===== src/rtl/core/mcht_pkg.sv =====
// Shared codes and controller/datapath handshake types for the hull core.
`timescale 1ns / 1ps
package mcht_pkg;

	// Operation codes carried by a request.
	localparam logic [1:0] FUNC_CLEAR = 2'd0;
	localparam logic [1:0] FUNC_ADD   = 2'd1;
	localparam logic [1:0] FUNC_QUERY = 2'd2;

	// Result status codes.
	localparam logic [1:0] ST_OK    = 2'd0;
	localparam logic [1:0] ST_EMPTY = 2'd1;
	localparam logic [1:0] ST_FULL  = 2'd2;

	// Width of the exact cross products in the redundancy test.
	localparam int PROD_W = 83;

	// Commands from the controller to the datapath.
	typedef struct packed {
		logic       load;
		logic       clear;
		logic       inc_count;
		logic       dec_count;
		logic       clamp_ptr;
		logic       inc_ptr;
		logic       rd_add;
		logic       rd_query;
		logic       diff_en;
		logic       mlo_en;
		logic       mhi_en;
		logic       sum_en;
		logic       qmul_en;
		logic       qadd_en;
		logic       wr_en;
		logic       out_load;
		logic       out_value_en;
		logic [1:0] out_status;
	} mcht_cmd_t;

	// Status from the datapath to the controller.
	typedef struct packed {
		logic full;
		logic empty;
		logic ge3;
		logic redundant;
		logic has_next;
		logic next_le;
	} mcht_sts_t;

endpackage


===== src/rtl/core/mcht_ctrl.sv =====
// Controller state machine of the hull core.
`timescale 1ns / 1ps
module mcht_ctrl (
	input  logic                clk,
	input  logic                arst_n,
	input  logic                in_valid,
	output logic                in_stall,
	input  logic [1:0]          func,
	output logic                out_valid,
	input  logic                out_stall,
	output mcht_pkg::mcht_cmd_t cmd,
	input  mcht_pkg::mcht_sts_t sts
);
	import mcht_pkg::*;

	typedef enum logic [3:0] {
		S_IDLE, S_DISPATCH, S_ADD_CHECK, S_ADD_DIFF, S_ADD_MLO, S_ADD_MHI,
		S_ADD_SUM, S_ADD_CMP, S_ADD_WRITE, S_Q_READ, S_Q_MUL, S_Q_ADD,
		S_Q_CMP, S_FINISH
	} state_t;

	state_t     state_q, state_d;
	logic [1:0] func_q;
	logic [1:0] st_q, st_d;
	logic       val_q, val_d;
	logic       out_free;
	logic       accept;

	assign in_stall = (state_q != S_IDLE);
	assign accept   = in_valid && !in_stall;
	assign out_free = !out_valid || !out_stall;

	// Next state and datapath commands.
	always_comb begin
		state_d = state_q;
		st_d    = st_q;
		val_d   = val_q;
		cmd     = '0;
		cmd.out_value_en = val_q;
		cmd.out_status   = st_q;
		case (state_q)
			S_IDLE: begin
				if (accept) begin
					cmd.load = 1'b1;
					state_d  = S_DISPATCH;
				end
			end
			S_DISPATCH: begin
				st_d  = ST_OK;
				val_d = 1'b0;
				state_d = S_FINISH;
				case (func_q)
					FUNC_CLEAR: cmd.clear = 1'b1;
					FUNC_ADD: begin
						if (sts.full) begin
							st_d = ST_FULL;
						end else begin
							cmd.inc_count = 1'b1;
							state_d = S_ADD_CHECK;
						end
					end
					FUNC_QUERY: begin
						if (sts.empty) begin
							st_d = ST_EMPTY;
						end else begin
							cmd.clamp_ptr = 1'b1;
							state_d = S_Q_READ;
						end
					end
					default: ;
				endcase
			end
			S_ADD_CHECK: begin
				if (sts.ge3) begin
					cmd.rd_add = 1'b1;
					state_d = S_ADD_DIFF;
				end else begin
					state_d = S_ADD_WRITE;
				end
			end
			S_ADD_DIFF: begin
				cmd.diff_en = 1'b1;
				state_d = S_ADD_MLO;
			end
			S_ADD_MLO: begin
				cmd.mlo_en = 1'b1;
				state_d = S_ADD_MHI;
			end
			S_ADD_MHI: begin
				cmd.mhi_en = 1'b1;
				state_d = S_ADD_SUM;
			end
			S_ADD_SUM: begin
				cmd.sum_en = 1'b1;
				state_d = S_ADD_CMP;
			end
			S_ADD_CMP: begin
				if (sts.redundant) begin
					cmd.dec_count = 1'b1;
					state_d = S_ADD_CHECK;
				end else begin
					state_d = S_ADD_WRITE;
				end
			end
			S_ADD_WRITE: begin
				cmd.wr_en = 1'b1;
				state_d = S_FINISH;
			end
			S_Q_READ: begin
				cmd.rd_query = 1'b1;
				state_d = S_Q_MUL;
			end
			S_Q_MUL: begin
				cmd.qmul_en = 1'b1;
				state_d = S_Q_ADD;
			end
			S_Q_ADD: begin
				cmd.qadd_en = 1'b1;
				state_d = S_Q_CMP;
			end
			S_Q_CMP: begin
				if (sts.has_next && sts.next_le) begin
					cmd.inc_ptr = 1'b1;
					state_d = S_Q_READ;
				end else begin
					val_d = 1'b1;
					state_d = S_FINISH;
				end
			end
			S_FINISH: begin
				if (out_free) begin
					cmd.out_load = 1'b1;
					state_d = S_IDLE;
				end
			end
			default: state_d = S_IDLE;
		endcase
	end

	// State and registered outputs.
	always_ff @(posedge clk or negedge arst_n) begin
		if (!arst_n) begin
			state_q   <= S_IDLE;
			func_q    <= FUNC_CLEAR;
			st_q      <= ST_OK;
			val_q     <= 1'b0;
			out_valid <= 1'b0;
		end else begin
			state_q <= state_d;
			st_q    <= st_d;
			val_q   <= val_d;
			if (accept) func_q <= func;
			if (cmd.out_load) begin
				out_valid <= 1'b1;
			end else if (!out_stall) begin
				out_valid <= 1'b0;
			end
		end
	end

endmodule


===== config.mk =====
export PLATFORM = sky130hd
export DESIGN_NAME = mcht_ctrl
export DESIGN_NICKNAME = d
export VERILOG_FILES = /design/src/rtl/core/mcht_pkg.sv /design/src/rtl/core/mcht_ctrl.sv
export SDC_FILE = /design/constraint.sdc
export NUM_CORES = 1
export LEC_CHECK = 0
export BUFFER_PORTS_ARGS = -buffer_cell sky130_fd_sc_hd__buf_2
export CAP_MARGIN = 40
export CORE_AREA = 2 2 47 49
export CTS_CLUSTER_SIZE = 10
export DETAILED_ROUTE_END_ITERATION = 8
export DIE_AREA = 0 0 49 51
export PLACE_DENSITY = 0.7
export RECOVER_POWER = 50
export SYNTH_ARGS = -nofsm -noshare
export SYNTH_HDL_FRONTEND = slang
export SYNTH_SLANG_ARGS = --single-unit

===== constraint.sdc =====
create_clock -name clk -period 1.4 [get_ports clk]
set_input_delay 0.14 -clock clk [delete_from_list [all_inputs] [get_ports clk]]
set_output_delay 0.14 -clock clk [all_outputs]
set_load 0.01 [all_outputs]

# --- After elaboration in Yosys (flattened, before gate mapping) ---
# Cells that the tools add are included.
op_classes:
  reduce_logical: 12
  n_eq_ne: 19
  muxes: 41
ops:
  columns: ["operator", "count"]
  rows:
  - ["$pmux W4 S14", 1]
  - ["$mux W1", 28]
  - ["$eq A4 B4 Y1 const B", 6]
  - ["$mux W4", 5]
  - ["$eq A4 B3 Y1 const B", 4]
  - ["$eq A4 B2 Y1 const B", 2]
  - ["$pmux W4 S2", 1]
  - ["$mux W3", 2]
  - ["$ne A2 B2 Y1 const B", 3]
  - ["$eq A4 B1 Y1 const B", 1]
  - ["$logic_not A4 Y1", 1]
  - ["$mux W2", 2]
  - ["$pmux W2 S2", 1]
  - ["$reduce_and A2 Y1", 2]
  - ["$reduce_bool A4 Y1", 1]
  - ["$logic_not A1 Y1", 3]
  - ["$eq A2 B1 Y1 const B", 1]
  - ["$eq A2 B2 Y1 const B", 1]
  - ["$logic_and A1 B1 Y1", 2]
  - ["$logic_not A2 Y1", 1]
  - ["$ne A2 B1 Y1 const B", 1]
  - ["$pmux W1 S2", 1]
  - ["$reduce_bool A2 Y1", 1]
  - ["$logic_or A1 B1 Y1", 1]
word_totals:
  elab_cells: 77
  reg_bits: 10
  output_inout_bits: 21
  input_bits: 12

# --- Logic depth before layout (Yosys ltp) ---
depth:
  word_depth: 5
  mapped_depth: 6
  depth_no_buf: 6

# --- Worst setup path before layout ---
# Ideal clock, no wire load.
synth_path:
  kind: "register to register"
  start: "register state_q[3]"
  end: "register state_q[1]"
  arrival_ns: 1.478
  setup_time_ns: 0.065
  slack_ns: -0.143
  synth_period_minus_slack_ns: 1.543
  stages_incl_launch_ff: 6
  n_path_buf: 2
  required_time_ns: 1.335
  cell_sequence: "dfrtp_1 > buf_6 > or4b_4 > buf_6 > nor3b_4 > a21o_1"
synth_between:
  elab_chain_len: 5
  word_cells_on_any_way: 21
  cone_classes: "eq/ne (15); mux (1); reduce/logical (5)"
synth_rtl:
  columns: ["item", "line_no", "rtl"]
  rows:
  - ["start, declared", "mcht_ctrl.sv:22", "state_t state_q, state_d;"]
  - ["start signal, assigned", "mcht_ctrl.sv:149", "state_q <= state_d;"]
  - ["$reduce_bool A4 Y1", "mcht_ctrl.sv:29", "assign in_stall = (state_q != S_IDLE);"]
  - ["$logic_not A1 Y1", "mcht_ctrl.sv:30", "assign accept = in_valid && !in_stall;"]
  - ["$logic_and A1 B1 Y1", "mcht_ctrl.sv:30", null]
  - ["$ne A2 B2 Y1 (no source line)", null, null]
  - ["$reduce_and A2 Y1 (no source line)", null, null]
# Several ways; a longest one is shown, not always the timed one.
# A chain may end at the register's enable or synchronous reset.

==> load_flow_metrics.sql <==
INSERT INTO impl_metrics (metric_group, metric, value, unit) VALUES
('critical_path', 'cp_num_buf_inv', '1', ''),
('outcome', 'violations_in_the_final_reports', 'setup timing', ''),
('sta', 'number_of_pins_with_negative_max_slew_slack_in_the_final_report', '0', ''),
('placed_design', 'routabilityCongestion', '0.749', ''),
('global_routing', 'global_route.overflow_total', '0', ''),
('critical_path', 'depth_of_the_critical_timing_path_with_buffers_and_inverters_included', '3', ''),
('outcome', 'result_of_the_run', 'finished, violations left', ''),
('global_routing', 'globalRouteMet3Util', '4.39', '%'),
('synth', 'netlist_top_cells_count', 'nor2_1, nand2_1, dfrtp_1', ''),
('critical_path', 'worstSetupPathType', 'register to primary output', ''),
('cells_and_area', 'fin_nets', '178', ''),
('placed_design', 'detailed_place_hpwl', '1480', 'um'),
('sta', 'setup_slack', '-391', 'ps'),
('synth', 'synth_seq_cells', '10', ''),
('sta', 'fmax', '558', 'MHz'),
('synth', 'yosysSeqAreaShare', '32.8', '%'),
('sta', 'clock-skew-final', '12.1', 'ps'),
('power_and_ir_drop', 'pwr-share-clk', '7.9', '%'),
('critical_path', 'worst_setup_path_end_kind', 'primary output', ''),
('clocking', 'htreeDepth', '1', ''),
('power_and_ir_drop', 'internal_power_consumption', '2.08', 'mW'),
('sta', 'layout_min_cycle_time', '1790', 'ps'),
('sta', 'max_slew_margin', '61.3', '%'),
('global_routing', 'global_route_wire_length_before_repair', '3800', 'um'),
('critical_path', 'path_delay_family', 'simple AND/OR/NAND/NOR gates', ''),
('drt', 'vias_per_cell', '5.35', ''),
('global_routing', 'grt.met2_usage', '35.4', '%'),
('power_and_ir_drop', 'cellLeakagePower', '0.744', 'nW'),
('critical_path', 'cp.required', '1260', 'ps'),
('cells_and_area', 'insertedDiodeCount', '0', ''),
('synth', 'post-synth-top-count-cell', 'nor2_1', ''),
('placed_design', 'place.port_buffers', '32', ''),
('die', 'initial_utilization', '37.0', '%'),
('sta', 'timing.final.crit_share', '128', '%'),
('critical_path', 'setup.worst_path.start_class', 'register', ''),
('power_and_ir_drop', 'power_frac_comb', '77.7', '%'),
('critical_path', 'regToRegEndpoint', 'state_q[2]$_DFFE_PN0P_', ''),
('sta', 'unrepaired_setup_endpoints_after_global_routing', 'yes', ''),
('sta', 'report.final.hold_viol_count', '0', ''),
('power_and_ir_drop', 'switching_power', '1.64', 'mW'),
('die', 'die_height', '51', 'um'),
('drt', 'drc', '0', ''),
('critical_path', 'reg2reg_slack', '-270', 'ps'),
('synth', 'synth_area', '763', 'um2'),
('clocking', 'tritoncts', 'built', ''),
('critical_path', 'worst_path_max_fanout', '5', ''),
('synth', 'post_synth_edffs', '0', ''),
('synth', 'netlist_top_cells_area', 'dfrtp_1, nor2_1, nand2_1', ''),
('die', 'placement_rows', '17', ''),
('clocking', 'clk-insertion-delay-late', '290', 'ps'),
('drt', 'first_pass_iters', '4', ''),
('drt', 'wl', '3110', 'um'),
('global_routing', 'pin_count_of_the_biggest_net_entering_global_routing', '18', ''),
('hold_path', 'min_path_type', 'input port to register', ''),
('flow_run', 'cap_viol_max_count', '0', ''),
('sta', 'finalSetupViolCount', '23', ''),
('global_routing', 'grt_antenna_before_repair', '0', ''),
('placed_design', 'placed_area', '1030', 'um2'),
('synth', 'synth_warnings', '0', ''),
('die', 'design.die.area', '2500', 'um2'),
('sta', 'worstMarginPinSlew', '581', 'ps'),
('cells_and_area', 'drive_gt1_share', '62.3', '%'),
('critical_path', 'worstSetupEndpoint', 'cmd[16]', ''),
('synth', 'synth-main-ff-cell', 'dfrtp_1', ''),
('synth', 'synth_area_leader_cell', 'dfrtp_1', ''),
('die', 'io-pin-count', '33', ''),
('global_routing', 'number_of_global_route_vias_before_repair', '901', ''),
('synth', 'post_synth_num_cell_types', '31', ''),
('synth', 'syn_nets', '112', ''),
('critical_path', 'cpMaxStageDelayCell', 'or4b_4', ''),
('drt', 'antenna_violating_nets_left', '0', '');
==> layout by cell type, fill, tap and decap left out, types with 2 or more instances in the layout <==
cell      count
nand2b_4      4
a21oi_1       2
dfrtp_1       9
nor2_1        6
o21ai_0       2
buf_6        19
clkbuf_4      3
nor2_2        2
ha_1          3
a21o_1        2
inv_1         5
o21ai_1       4
nor2_4        6
buf_2        26
nand3_4       2
buf_4        19
mux2_2        2
nand2_1      12
a21oi_2       2
nand3_1       3
nor3_2        3
==> power groups by stage <==
stage	logic, mW	clock network, mW	registers [mW]
6_report	2.89	0.295	0.534
5_1_grt	3.07	0.303	0.553
4_1_cts	1.99	0.281	0.512
3_5_place_dp	1.54	0	0.512
3_3_place_gp	1.51	0	0.504
2_1_floorplan	0.956	0	0.518
==> worst reg2reg max path, stage by stage, from the launching register on <==
cell and delay (ps):
dfrtp_1 400, buf_6 120, buf_6 120, buf_6 120
buf_16 130, nand2b_4 100, a21oi_2 60, or4_1 520
==> metrics by stage <==
step	hold WS, ps	setup TNS [ps]	worst slack [ps]	utilization, %	instances
after detailed placement	19.8	-257	-79.4	49.7	165
after CTS	91.2	-3160	-343	60.2	177
after global routing	101	-6430	-438	74.3	190
final	86.6	-4940	-391	74.3	190
after floorplan	-156	-359	-125	-	97
after global placement	7.86	-154	-96.5	49.7	165
==> layer usage <==
| metal | vias to the layer above | part of all wire, % |
|---|---|---|
| li1 | 466 | - |
| met1 | 474 | 38 |
| met2 | 60 | 50 |
| met3 | 16 | 7.8 |
| met4 | 0 | 4.0 |
| met5 | - | 0 |
==> logic make-up after synthesis <==
| group | synth area share [%] |
|---|---|
| compound gates | 14.4 |
| fa+ha+maj | 4.92 |
| simple gates | 33.9 |
| buf+inv | 9.67 |
| mux | 4.26 |
| flops | 32.8 |
==> sequential cells by signal, indices dropped and copies added (netlist names) <==
signal	count
val_q	1
st_q	2
func_q	2
state_q	4
out_valid	1
==> what timing repair did <==
action                                  in CTS  in global routing
gates cloned                                 1                  1
hold endpoints to repair                    10                  0
pin swaps                                    6                 13
hold buffers                                 1                  0
setup buffers                                6                 15
endpoints found under the setup margin      21                 25
resized for setup                           22                 42
==> how the worst min path moves through the flow <==
stage	from	endpoint	cells past startpoint
finish	func[0]	func_q[0]$_DFFE_PN0P_	2
global route	func[0]	func_q[0]$_DFFE_PN0P_	2
CTS	func[0]	func_q[0]$_DFFE_PN0P_	2
detailed placement	arst_n	out_valid$_DFFE_PN0P_	1
global placement	arst_n	out_valid$_DFFE_PN0P_	1
floorplan	arst_n	func_q[0]$_DFFE_PN0P_	0
==> final cells by class <==
| class | instances | area (um2) |
|---|---|---|
| clock buffers | 4 | 36.3 |
| fillers | 143 | 531 |
| inverters | 5 | 18.8 |
| multi-input cells | 74 | 623 |
| flip-flops and latches | 10 | 251 |
| well taps | 28 | 35.0 |
| repair buffers | 69 | 568 |
No activity file was read; power rests on OpenSTA's default activity.
